--- src/pfu_pkg.sv ---
// Shared types, constants and codes of the PCM frame unpacker.
// Used by every module under src except pfu_ram; depends on nothing else.
package pfu_pkg;

  // Channel capacity of the frame buffer (1 to 32)
  localparam int unsigned MAX_CHANNELS = 8;
  // Bytes per buffer row; one RAM lane per byte of a row
  localparam int unsigned LANES        = 8;
  localparam int unsigned STORE_BYTES  = MAX_CHANNELS * LANES;
  localparam int unsigned BC_W         = $clog2(STORE_BYTES);
  // Two frame buffers: one filling, one draining
  localparam int unsigned NUM_BANKS    = 2;
  localparam int unsigned RAM_DEPTH    = NUM_BANKS * MAX_CHANNELS;
  localparam int unsigned RAM_AW       = $clog2(RAM_DEPTH);
  // Effective channel count ceilings
  localparam int unsigned MAX_IN       = (MAX_CHANNELS < 15) ? MAX_CHANNELS : 15;
  localparam int unsigned MAX_OUT      = (MAX_CHANNELS < 8) ? MAX_CHANNELS : 8;

  // Float exponent offsets: e - KBASE is minus the right shift of the
  // 53-bit significand that gives value * 2^31
  localparam logic [10:0] F32_KBASE = 11'd148;
  localparam logic [10:0] F64_KBASE = 11'd1044;

  typedef enum logic [1:0] {
    ENC_INT = 2'd0,
    ENC_F32 = 2'd1,
    ENC_F64 = 2'd2,
    ENC_OFS = 2'd3
  } pfu_enc_e;

  typedef enum logic [2:0] {
    CFG_SAMPLE_ENCODING = 3'd0,
    CFG_MSB_FIRST       = 3'd1,
    CFG_SAMPLE_BYTES    = 3'd2,
    CFG_IN_CHANNELS     = 3'd3,
    CFG_OUT_CHANNELS    = 3'd4,
    CFG_FRAME_LIMIT     = 3'd5
  } pfu_cfg_idx_e;

  typedef struct packed {
    logic [7:0] data_byte;
    logic       restart;
  } pfu_in_t;

  typedef struct packed {
    logic signed [31:0] sample;
    logic [2:0]         out_channel;
    logic               last_of_frame;
    logic               clipped;
  } pfu_out_t;

  // Effective (clamped) configuration
  typedef struct packed {
    pfu_enc_e    enc;
    logic        msb_first;
    logic [3:0]  nbytes;
    logic [3:0]  in_ch;
    logic [3:0]  out_ch;
    logic [31:0] frame_limit;
  } pfu_cfg_t;

  // Head of the frame queue as seen by the back end
  typedef struct packed {
    logic valid;
    logic bank;
  } pfu_job_t;

  typedef struct packed {
    logic              en;
    logic [2:0]        lane;
    logic [RAM_AW-1:0] addr;
    logic [7:0]        data;
  } pfu_wr_t;

  typedef struct packed {
    logic                         re;
    logic [LANES-1:0][RAM_AW-1:0] addr;
  } pfu_rd_t;

  typedef struct packed {
    logic [2:0] chan;
    logic       last;
  } pfu_meta_t;

endpackage

--- src/pfu_ram.sv ---
// Generic single-write, single-read RAM with registered read data.
// Standalone; used for the byte lanes of the frame buffers.
module pfu_ram #(
  parameter int unsigned WIDTH = 8,
  parameter int unsigned DEPTH = 16
) (
  input  logic                     clk_i,
  input  logic                     we_i,
  input  logic [$clog2(DEPTH)-1:0] waddr_i,
  input  logic [WIDTH-1:0]         wdata_i,
  input  logic                     re_i,
  input  logic [$clog2(DEPTH)-1:0] raddr_i,
  output logic [WIDTH-1:0]         rdata_o
);

  logic [WIDTH-1:0] mem_q [DEPTH];
  logic [WIDTH-1:0] rdata_q;

  // Write port and registered read port; read data holds while re_i is low
  always_ff @(posedge clk_i) begin
    if (we_i) begin
      mem_q[waddr_i] <= wdata_i;
    end
    if (re_i) begin
      rdata_q <= mem_q[raddr_i];
    end
  end

  assign rdata_o = rdata_q;

endmodule

--- src/pfu_queue.sv ---
// Two-entry queue of completed frames; each entry names a frame buffer bank.
// Depends on pfu_pkg.
module pfu_queue
  import pfu_pkg::*;
(
  input  logic     clk_i,
  input  logic     rst_ni,
  input  logic     push_i,
  input  logic     pop_i,
  output logic     space_o,
  output logic     wr_bank_o,
  output pfu_job_t job_o
);

  logic       wr_ptr_q, wr_ptr_d;
  logic       rd_ptr_q, rd_ptr_d;
  logic [1:0] cnt_q, cnt_d;

  // Banks fill and drain in strict alternation, so the pointers are the bank ids
  always_comb begin
    wr_ptr_d = push_i ? ~wr_ptr_q : wr_ptr_q;
    rd_ptr_d = pop_i ? ~rd_ptr_q : rd_ptr_q;
    cnt_d    = cnt_q + 2'(push_i) - 2'(pop_i);
  end

  always_ff @(posedge clk_i or negedge rst_ni) begin
    if (!rst_ni) begin
      wr_ptr_q <= 1'b0;
      rd_ptr_q <= 1'b0;
      cnt_q    <= 2'd0;
    end else begin
      wr_ptr_q <= wr_ptr_d;
      rd_ptr_q <= rd_ptr_d;
      cnt_q    <= cnt_d;
    end
  end

  assign space_o     = (cnt_q != 2'(NUM_BANKS));
  assign wr_bank_o   = wr_ptr_q;
  assign job_o.valid = (cnt_q != 2'd0);
  assign job_o.bank  = rd_ptr_q;

  a_no_overflow: assert property (@(posedge clk_i) disable iff (!rst_ni)
    push_i |-> cnt_q != 2'(NUM_BANKS))
    else $error("frame queue overflow");

  a_no_underflow: assert property (@(posedge clk_i) disable iff (!rst_ni)
    pop_i |-> cnt_q != 2'd0)
    else $error("frame queue underflow");

endmodule

--- src/pfu_front.sv ---
// Front end: accepts raw bytes, tracks frame assembly and the frame limit,
// writes bytes into the filling bank. Depends on pfu_pkg.
module pfu_front
  import pfu_pkg::*;
(
  input  logic     clk_i,
  input  logic     rst_ni,
  input  logic     in_valid_i,
  output logic     in_ready_o,
  input  pfu_in_t  in_data_i,
  input  pfu_cfg_t cfg_i,
  input  logic     space_i,
  input  logic     wr_bank_i,
  output logic     push_o,
  output pfu_wr_t  wr_o
);

  logic [BC_W-1:0] bc_q, bc_d;
  logic [31:0]     fd_q, fd_d;
  logic [BC_W-1:0] bc_eff;
  logic [31:0]     fd_eff;
  logic [BC_W:0]   bc_inc;
  logic [7:0]      frame_len;
  logic            acc;
  logic            active;
  logic            done;

  // A byte is taken only while the filling bank is free
  assign in_ready_o = space_i;
  assign acc        = in_valid_i && space_i;

  // Frame assembly and frame counting
  always_comb begin
    bc_eff    = in_data_i.restart ? '0 : bc_q;
    fd_eff    = in_data_i.restart ? '0 : fd_q;
    active    = fd_eff < cfg_i.frame_limit;
    frame_len = {4'd0, cfg_i.nbytes} * {4'd0, cfg_i.in_ch};
    bc_inc    = {1'b0, bc_eff} + (BC_W+1)'(1);
    done      = 9'(bc_inc) >= 9'(frame_len);

    bc_d       = bc_q;
    fd_d       = fd_q;
    push_o     = 1'b0;
    wr_o.en    = 1'b0;
    wr_o.lane  = bc_eff[2:0];
    wr_o.addr  = (wr_bank_i ? RAM_AW'(MAX_CHANNELS) : '0) + RAM_AW'(bc_eff >> 3);
    wr_o.data  = in_data_i.data_byte;

    if (acc) begin
      bc_d = bc_eff;
      fd_d = fd_eff;
      if (active) begin
        wr_o.en = 1'b1;
        if (done) begin
          bc_d   = '0;
          fd_d   = fd_eff + 32'd1;
          push_o = 1'b1;
        end else begin
          bc_d = bc_inc[BC_W-1:0];
        end
      end
    end
  end

  always_ff @(posedge clk_i or negedge rst_ni) begin
    if (!rst_ni) begin
      bc_q <= '0;
      fd_q <= '0;
    end else begin
      bc_q <= bc_d;
      fd_q <= fd_d;
    end
  end

  a_push_on_store: assert property (@(posedge clk_i) disable iff (!rst_ni)
    push_o |-> wr_o.en && acc)
    else $error("frame completed without a stored word");

endmodule

--- src/pfu_back.sv ---
// Back end: walks the output channels of each queued frame, reads sample bytes
// from the lane RAMs and converts them to Q1.31. Depends on pfu_pkg.
module pfu_back
  import pfu_pkg::*;
(
  input  logic                        clk_i,
  input  logic                        rst_ni,
  input  pfu_cfg_t                    cfg_i,
  input  pfu_job_t                    job_i,
  output logic                        pop_o,
  output pfu_rd_t                     rd_o,
  input  logic [LANES-1:0][7:0]       rdata_i,
  output logic                        out_valid_o,
  input  logic                        out_ready_i,
  output pfu_out_t                    out_data_o
);

  logic       adv;
  logic       issue;
  logic [2:0] ch_q, ch_d;
  logic [3:0] src;
  logic [7:0] pos;
  logic [7:0] row;
  logic       last;

  // Read stage (RAM data register)
  logic       r_v_q;
  pfu_meta_t  r_meta_q;
  logic [2:0] r_rot_q;

  // Classify stage
  logic        c_v_q;
  pfu_meta_t   c_meta_q;
  logic        c_float_q, c_nan_q, c_neg_q, c_big_q, c_zero_q;
  logic [5:0]  c_r_q;
  logic [52:0] c_sig_q;
  logic [31:0] c_int_q;

  // Shift stage
  logic        s_v_q;
  pfu_meta_t   s_meta_q;
  logic        s_float_q, s_nan_q, s_neg_q, s_big_q;
  logic [31:0] s_mag_q;
  logic [31:0] s_int_q;

  // Output register
  logic     out_valid_q;
  pfu_out_t out_q;

  // Whole pipe moves when the output register is free or being taken
  assign adv   = !out_valid_q || out_ready_i;
  assign issue = job_i.valid && adv;

  // Channel sequencer and lane read addresses
  always_comb begin
    src    = (4'(ch_q) < cfg_i.in_ch) ? 4'(ch_q) : cfg_i.in_ch - 4'd1;
    pos    = {4'd0, src} * {4'd0, cfg_i.nbytes};
    row    = pos >> 3;
    last   = (4'(ch_q) == cfg_i.out_ch - 4'd1);
    pop_o  = issue && last;
    ch_d   = ch_q;
    if (issue) begin
      ch_d = last ? 3'd0 : ch_q + 3'd1;
    end
    rd_o.re = adv;
    for (int l = 0; l < LANES; l++) begin
      // lanes below the start offset hold bytes of the next row
      rd_o.addr[l] = (job_i.bank ? RAM_AW'(MAX_CHANNELS) : '0) + RAM_AW'(row)
                     + ((3'(l) < pos[2:0]) ? RAM_AW'(1) : '0);
    end
  end

  always_ff @(posedge clk_i or negedge rst_ni) begin
    if (!rst_ni) begin
      ch_q <= 3'd0;
    end else begin
      ch_q <= ch_d;
    end
  end

  always_ff @(posedge clk_i or negedge rst_ni) begin
    if (!rst_ni) begin
      r_v_q <= 1'b0;
    end else if (adv) begin
      r_v_q <= issue;
    end
  end

  always_ff @(posedge clk_i) begin
    if (adv) begin
      r_meta_q.chan <= ch_q;
      r_meta_q.last <= last;
      r_rot_q       <= pos[2:0];
    end
  end

  // Classify: rotate lanes into byte order, assemble and split the word
  logic [LANES-1:0][7:0] b;
  logic [63:0]           w;
  logic [31:0]           fbits;
  logic [31:0]           int_val;
  logic [10:0]           e;
  logic [51:0]           mant;
  logic [10:0]           kbase;
  logic                  emax;
  logic                  is_float;
  logic                  sgn;
  logic signed [12:0]    diff;

  always_comb begin
    for (int i = 0; i < LANES; i++) begin
      b[i] = rdata_i[3'(r_rot_q + 3'(i))];
    end
    for (int i = 0; i < LANES; i++) begin
      w[8*i +: 8] = cfg_i.msb_first ? b[LANES-1-i] : b[i];
    end
    fbits    = cfg_i.msb_first ? w[63:32] : w[31:0];
    int_val  = '0;
    is_float = 1'b0;
    sgn      = 1'b0;
    e        = '0;
    mant     = '0;
    kbase    = F32_KBASE;
    emax     = 1'b0;
    unique case (cfg_i.enc)
      ENC_INT: begin
        if (cfg_i.msb_first) begin
          unique case (cfg_i.nbytes)
            4'd1:    int_val = {w[63:56], 24'd0};
            4'd2:    int_val = {w[63:48], 16'd0};
            4'd3:    int_val = {w[63:40], 8'd0};
            default: int_val = w[63:32];
          endcase
        end else begin
          unique case (cfg_i.nbytes)
            4'd1:    int_val = {w[7:0], 24'd0};
            4'd2:    int_val = {w[15:0], 16'd0};
            4'd3:    int_val = {w[23:0], 8'd0};
            default: int_val = w[31:0];
          endcase
        end
      end
      ENC_OFS: begin
        int_val = {b[0] ^ 8'h80, 24'd0};
      end
      ENC_F32: begin
        is_float = 1'b1;
        sgn      = fbits[31];
        e        = {3'd0, fbits[30:23]};
        mant     = {fbits[22:0], 29'd0};
        kbase    = F32_KBASE;
        emax     = (fbits[30:23] == 8'hFF);
      end
      ENC_F64: begin
        is_float = 1'b1;
        sgn      = w[63];
        e        = w[62:52];
        mant     = w[51:0];
        kbase    = F64_KBASE;
        emax     = (w[62:52] == 11'h7FF);
      end
      default: ;
    endcase
    diff = $signed({2'b00, kbase}) - $signed({2'b00, e});
  end

  always_ff @(posedge clk_i or negedge rst_ni) begin
    if (!rst_ni) begin
      c_v_q <= 1'b0;
    end else if (adv) begin
      c_v_q <= r_v_q;
    end
  end

  always_ff @(posedge clk_i) begin
    if (adv) begin
      c_meta_q  <= r_meta_q;
      c_float_q <= is_float;
      c_nan_q   <= emax && (mant != '0);
      c_neg_q   <= sgn;
      // at or above 2^32 after scaling: infinity or a shift under 21 bits
      c_big_q   <= emax ? (mant == '0) : ((e != '0) && (diff < 13'sd21));
      c_zero_q  <= (e == '0) || (diff > 13'sd52);
      c_r_q     <= diff[5:0];
      c_sig_q   <= {1'b1, mant};
      c_int_q   <= int_val;
    end
  end

  // Shift: truncate the significand toward zero
  always_ff @(posedge clk_i or negedge rst_ni) begin
    if (!rst_ni) begin
      s_v_q <= 1'b0;
    end else if (adv) begin
      s_v_q <= c_v_q;
    end
  end

  always_ff @(posedge clk_i) begin
    if (adv) begin
      s_meta_q  <= c_meta_q;
      s_float_q <= c_float_q;
      s_nan_q   <= c_nan_q;
      s_neg_q   <= c_neg_q;
      s_big_q   <= c_big_q;
      s_mag_q   <= c_zero_q ? '0 : 32'(c_sig_q >> c_r_q);
      s_int_q   <= c_int_q;
    end
  end

  // Saturate, apply sign, register the result word
  pfu_out_t res;

  always_comb begin
    res.out_channel   = s_meta_q.chan;
    res.last_of_frame = s_meta_q.last;
    res.clipped       = 1'b0;
    res.sample        = s_int_q;
    if (s_float_q) begin
      if (s_nan_q) begin
        res.sample = '0;
      end else if (s_neg_q) begin
        if (s_big_q || (s_mag_q > 32'h8000_0000)) begin
          res.clipped = 1'b1;
          res.sample  = 32'h8000_0000;
        end else begin
          res.sample  = 32'd0 - s_mag_q;
        end
      end else begin
        if (s_big_q || (s_mag_q > 32'h7FFF_FFFF)) begin
          res.clipped = 1'b1;
          res.sample  = 32'h7FFF_FFFF;
        end else begin
          res.sample  = s_mag_q;
        end
      end
    end
  end

  always_ff @(posedge clk_i or negedge rst_ni) begin
    if (!rst_ni) begin
      out_valid_q <= 1'b0;
    end else if (adv) begin
      out_valid_q <= s_v_q;
    end
  end

  always_ff @(posedge clk_i) begin
    if (adv) begin
      out_q <= res;
    end
  end

  assign out_valid_o = out_valid_q;
  assign out_data_o  = out_q;

  a_clip_saturates: assert property (@(posedge clk_i) disable iff (!rst_ni)
    out_valid_o && out_data_o.clipped |->
      (out_data_o.sample == 32'h7FFF_FFFF) || (out_data_o.sample == 32'h8000_0000))
    else $error("clipped word not at full scale");

  a_pop_needs_job: assert property (@(posedge clk_i) disable iff (!rst_ni)
    pop_o |-> job_i.valid && adv)
    else $error("frame released without a queued frame");

endmodule

--- src/pcm_frame_unpacker_unit.sv ---
// PCM frame unpacker top level: configuration registers, front end, frame
// queue, back end and the byte-lane frame buffers. Depends on pfu_pkg.
//
// Usage:
//   Input channel (in_valid_i/in_ready_o/in_data_i) takes one raw sample byte
//   per word; restart clears frame assembly and the frame count first.
//   Output channel (out_valid_o/out_ready_i/out_data_o) gives one Q1.31
//   sample word per output channel of each completed frame, in channel order.
//   Configuration port (cfg_valid_i/cfg_ready_o/cfg_index_i/cfg_data_i) is
//   always ready; write it only while no frame results are outstanding.
// Timing:
//   Input takes one byte per cycle while a frame buffer bank is free; two
//   banks let one frame fill while the previous one drains.
//   After the frame's final byte is accepted, its first result passes the queue,
//   the RAM read register, the classify and shift stages and the output register;
//   the remaining channels follow one word per cycle while out_ready_i holds.
// Reset and stalls:
//   Reset loads the default configuration and clears the byte and frame
//   counts and the queue; buffer contents are not cleared.
//   A stalled receiver freezes the whole back-end pipe; once both banks hold
//   undelivered frames, in_ready_o drops until a bank is released.
module pcm_frame_unpacker_unit
  import pfu_pkg::*;
(
  input  logic        clk_i,
  input  logic        rst_ni,
  input  logic        in_valid_i,
  output logic        in_ready_o,
  input  pfu_in_t     in_data_i,
  output logic        out_valid_o,
  input  logic        out_ready_i,
  output pfu_out_t    out_data_o,
  input  logic        cfg_valid_i,
  output logic        cfg_ready_o,
  input  logic [2:0]  cfg_index_i,
  input  logic [31:0] cfg_data_i
);

  logic [1:0]  enc_q;
  logic        be_q;
  logic [3:0]  sb_q;
  logic [3:0]  ic_q;
  logic [3:0]  oc_q;
  logic [31:0] limit_q;
  pfu_cfg_t    cfg;

  logic     push;
  logic     pop;
  logic     space;
  logic     wr_bank;
  pfu_job_t job;
  pfu_wr_t  wr;
  pfu_rd_t  rd;
  logic [LANES-1:0][7:0] rdata;

  // Configuration registers
  assign cfg_ready_o = 1'b1;

  always_ff @(posedge clk_i or negedge rst_ni) begin
    if (!rst_ni) begin
      enc_q   <= ENC_INT;
      be_q    <= 1'b0;
      sb_q    <= 4'd2;
      ic_q    <= 4'd2;
      oc_q    <= 4'd2;
      limit_q <= 32'd0;
    end else if (cfg_valid_i) begin
      unique case (cfg_index_i)
        CFG_SAMPLE_ENCODING: enc_q   <= cfg_data_i[1:0];
        CFG_MSB_FIRST:       be_q    <= cfg_data_i[0];
        CFG_SAMPLE_BYTES:    sb_q    <= cfg_data_i[3:0];
        CFG_IN_CHANNELS:     ic_q    <= cfg_data_i[3:0];
        CFG_OUT_CHANNELS:    oc_q    <= cfg_data_i[3:0];
        CFG_FRAME_LIMIT:     limit_q <= cfg_data_i;
        default: ;
      endcase
    end
  end

  // Effective settings: bytes per sample and clamped channel counts
  always_comb begin
    cfg.enc         = pfu_enc_e'(enc_q);
    cfg.msb_first   = be_q;
    cfg.frame_limit = limit_q;
    unique case (cfg.enc)
      ENC_F32: cfg.nbytes = 4'd4;
      ENC_F64: cfg.nbytes = 4'd8;
      ENC_OFS: cfg.nbytes = 4'd1;
      default: begin
        if (sb_q == 4'd0) begin
          cfg.nbytes = 4'd1;
        end else if (sb_q > 4'd4) begin
          cfg.nbytes = 4'd4;
        end else begin
          cfg.nbytes = sb_q;
        end
      end
    endcase
    if (ic_q == 4'd0) begin
      cfg.in_ch = 4'd1;
    end else if (ic_q > 4'(MAX_IN)) begin
      cfg.in_ch = 4'(MAX_IN);
    end else begin
      cfg.in_ch = ic_q;
    end
    if (oc_q == 4'd0) begin
      cfg.out_ch = 4'd1;
    end else if (oc_q > 4'(MAX_OUT)) begin
      cfg.out_ch = 4'(MAX_OUT);
    end else begin
      cfg.out_ch = oc_q;
    end
  end

  pfu_front u_front (
    .clk_i      (clk_i),
    .rst_ni     (rst_ni),
    .in_valid_i (in_valid_i),
    .in_ready_o (in_ready_o),
    .in_data_i  (in_data_i),
    .cfg_i      (cfg),
    .space_i    (space),
    .wr_bank_i  (wr_bank),
    .push_o     (push),
    .wr_o       (wr)
  );

  pfu_queue u_queue (
    .clk_i     (clk_i),
    .rst_ni    (rst_ni),
    .push_i    (push),
    .pop_i     (pop),
    .space_o   (space),
    .wr_bank_o (wr_bank),
    .job_o     (job)
  );

  // Frame buffers: one RAM per byte lane, both banks stacked in each
  for (genvar l = 0; l < LANES; l++) begin : g_lane
    pfu_ram #(
      .WIDTH (8),
      .DEPTH (RAM_DEPTH)
    ) u_ram (
      .clk_i   (clk_i),
      .we_i    (wr.en && (wr.lane == 3'(l))),
      .waddr_i (wr.addr),
      .wdata_i (wr.data),
      .re_i    (rd.re),
      .raddr_i (rd.addr[l]),
      .rdata_o (rdata[l])
    );
  end

  pfu_back u_back (
    .clk_i       (clk_i),
    .rst_ni      (rst_ni),
    .cfg_i       (cfg),
    .job_i       (job),
    .pop_o       (pop),
    .rd_o        (rd),
    .rdata_i     (rdata),
    .out_valid_o (out_valid_o),
    .out_ready_i (out_ready_i),
    .out_data_o  (out_data_o)
  );

endmodule

--- config.mk ---
export PLATFORM = sky130hd
export DESIGN_NAME = pcm_frame_unpacker_unit
export DESIGN_NICKNAME = d
export VERILOG_FILES = /design/src/pfu_pkg.sv /design/src/pfu_ram.sv /design/src/pfu_queue.sv /design/src/pfu_front.sv /design/src/pfu_back.sv /design/src/pcm_frame_unpacker_unit.sv
export SDC_FILE = /design/constraint.sdc
export NUM_CORES = 2
export LEC_CHECK = 0
export CAP_MARGIN = 5
export CORE_ASPECT_RATIO = 1.4
export CORE_MARGIN = 2
export CORE_UTILIZATION = 30
export DETAILED_ROUTE_END_ITERATION = 16
export DONT_BUFFER_PORTS = 1
export SETUP_SLACK_MARGIN = 0.3
export SYNTH_ARGS = -nofsm -noshare
export SYNTH_HDL_FRONTEND = slang
export SYNTH_SLANG_ARGS = --single-unit
--- constraint.sdc ---
create_clock -name clk_i -period 9.1 [get_ports clk_i]
set_input_delay 0.91 -clock clk_i [delete_from_list [all_inputs] [get_ports clk_i]]
set_output_delay 0.91 -clock clk_i [all_outputs]
set_load 0.02 [all_outputs]
==> impl_metrics.ini <==
[clocking]
postCtsSetupBuffers = 0
clock_tree.htree_level_count = 4
clock-sinks = 1399
insertion_delay_ns = 0.81
cts_max_path_buffers = 3
clkTransAtPathRegs_ns = 0.06
numCtsBuffers = 134
cts_resized = 0
cts-root-buf = clkbuf_16
cts_tree = done
cts_hold_buf = 1

[setup_path]
path_max_fanout = 32
path_class = flip-flop to flip-flop
r2r_start = ic_q[2]
worstSetupStartpoint = ic_q[2]
cp-end-kind = flip-flop
slowest_delay_ns = 0.95
crit_buf_inv = 1
cp_top_family = simple AND/OR/NAND/NOR gates
crit_required_ns = 9.61
path_cells = nor2_1, nor2_1, or2_2, o21a_1, o21a_1, o21bai_1, mux2i_1, nand2b_1, fa_1, fa_1, inv_1, ha_1, a21o_1, a21oi_1, xnor2_2, and2_0, nand2_1, xor2_4, mux4_2, mux4_2
start_kind = flip-flop
cp_slowest_cell = xor2_4
critPathArrivalTime_ns = 7.97

[grt]
grt_pass1_wl_microns = 242000
grt_max_degree = 129
grtUsageTotal_pct = 14.9
globalRouteMet2Util_pct = 27.5
use_met3_pct = 2.41
grt_overflow = 0
grt_pass1_vias = 35700
antenna_found_initial = 1
use_met1_pct = 17.0
top_usage_layer = met2

[logic_synthesis]
synth_cell_types = 86
yosys-top-cells-count = edfxtp_1 (1303), mux4_2 (413), nor2_1 (355)
synth_cells = 3911
yosys_warnings = 0
synthesis.area_sq_um = 63700
synth_edf_count = 1303
ys_ff_latch = 1399
ys.flop_type = edfxtp_1
avgSynthCellArea_sq_um = 16.3
yosysTopAreaCellShare_pct = 61.4
synth_area_leaders = edfxtp_1 (61%), mux4_2 (15%), dfrtp_1 (3.7%)
synth_seq_area_share_pct = 65.2
yosys.cell_count.top_type = edfxtp_1
async_flop_share_pct = 6.86
synth.largest_area_cell = edfxtp_1

[timing]
worst_hold_slack_ns = 0.0169
worstMarginPinSlew_ns = 1.28
min_period_ns = 7.46
skew_ns = 0.0686
setup_violations = 0
rsz0062_at_grt = false
tns_ns = 0
hold_viol = 0
period_share_pct = 82.0
slew_headroom_pct = 14.1
max_freq_mhz = 134
finalMaxSlewViolations = 0

[power_and_ir_drop]
p_leak_nw = 23.4
combPwrFrac_pct = 47.1
seqPwrFrac_pct = 32.6
vdd_ir_drop_max_v = 0.000327
p_int_mw = 17.6
p_sw_share_pct = 37.1
p_switching_mw = 10.4
power_frac_clock_pct = 20.2
powerDensity_nw_per_um2 = 392

[die]
ios = 89
start_util_pct = 30.1
dieArea_sq_um = 216000
die_h_microns = 549
design.core.area_sq_um = 212000
row_count = 200
die_x_microns = 394

[routing]
wire_per_inst_microns = 24.0
final_antenna_net_count = 0
vias_per_cell = 5.13
wl_microns = 164000
drc = 0
dr.pass1.iters = 7
via_count = 35000
drt_iter0_drc = 3271

[placed_design]
gp_congestion = 0.941
dp_hpwl_microns = 112000
portBuffers = 0

[final_layout]
layout.nets = 4033
regArea_sq_um = 41500
multi_input_area_sq_um = 21100
drive_gt1_share_pct = 20.3
area_growth_syn_to_layout_pct = 12.0
fillers = 20100

[run]
max-cap-violations = 0

[run_status]
status = finished, final reports clean

[min_path]
hold_class = input port to asynchronous set/reset pin
-- registers in the layout, indices dropped and copies added (netlist names), 6 cells and up --
signal                flops
g_lane.u_ram.mem_q     1024
g_lane.u_ram.rdata_o     64
limit_q                  32
u_back.c_int_q           32
u_back.c_r_q              6
u_back.c_sig_q           52
u_back.out_data_o        37
u_back.s_int_q           32
u_back.s_mag_q           32
u_front.bc_q              6
u_front.fd_q             32
-- worst paths after layout --
path                            slack [ns]                          to  cells past startpoint
worst max-delay path                  1.64  g_lane[1].u_ram.rdata_o[7]                     20
worst min-delay path                  0.02                 limit_q[25]                      1
worst max register to register        1.64  g_lane[1].u_ram.rdata_o[7]                     20
worst min register to register        0.40           u_back.s_int_q[5]                      0
max in group asynchronous             8.59                        be_q                      1
min in group clk_i                    0.24                        be_q                      2
-- per-stage QoR --
| step | utilization (%) | power [mW] | std cells | setup slack (ns) | cell area, sq um |
|---|---|---|---|---|---|
| 4_1_cts | 33.7 | 28.2 | 6815 | 1.49 | 71400 |
| 5_1_grt | 33.7 | 29.3 | 6816 | 1.16 | 71400 |
| 3_5_place_dp | 31.6 | 22.5 | 6567 | 1.52 | 66900 |
| 3_3_place_gp | 31.6 | 22.2 | 6567 | 1.63 | 66900 |
| 6_report | 33.7 | 28.0 | 6816 | 1.64 | 71400 |
| 2_1_floorplan | - | 18.8 | 3913 | 2.13 | 63700 |
-- placed cells by master, fill, tap and decap left out, types with 92 or more instances in the layout --
cell / synthesis / layout
nand2_1: 275 / 275
clkbuf_16: 0 / 135
o21ai_0: 106 / 104
nor2_1: 355 / 355
mux4_2: 413 / 413
dfrtp_1: 93 / 92
edfxtp_1: 1303 / 1303
a21oi_1: 112 / 112
mux2i_1: 95 / 95
mux2_2: 95 / 95
ha_1: 100 / 93
-- cells by family after synthesis --
| group | after synthesis | synth area share, % |
|---|---|---|
| buffers and inverters | 308 | 2.02 |
| other | 2 | 0.0118 |
| flip-flops | 1399 | 65.2 |
| AND/OR/NAND/NOR | 932 | 6.63 |
| AO/OA/AOI/OAI | 490 | 5.06 |
| adder cells (fa/ha/maj) | 108 | 2.21 |
| XOR/XNOR | 62 | 0.852 |
| multiplexers | 610 | 18.0 |
-- power by group through the flow --
stage,Clock [mW],Combinational [mW],Sequential (mW)
floorplan,0,9.99,8.78
global placement,0,12.9,9.26
detailed placement,0,13.2,9.28
CTS,5.78,13.2,9.14
global route,6.01,14.1,9.19
finish,5.66,13.2,9.13
-- final cells by class --
class / count / share of cell area, %
clock inverters: 87 / 1.36
clock buffers: 160 / 4.88
repair buffers: 48 / 0.533
inverters: 87 / 0.458
diodes: 1 / 0.00351
flip-flops and latches: 1399 / 58.2
well taps: 2828 / 4.96
multi-input cells: 2206 / 29.6
-- metal layers --
| metal | share of wire [%] | routed length, microns |
|---|---|---|
| met5 | 0 | 0 |
| met1 | 37 | 61100 |
| met4 | 4.1 | 6650 |
| met3 | 4.9 | 7940 |
| met2 | 54 | 87800 |
No activity file was read; power rests on OpenSTA's default activity.
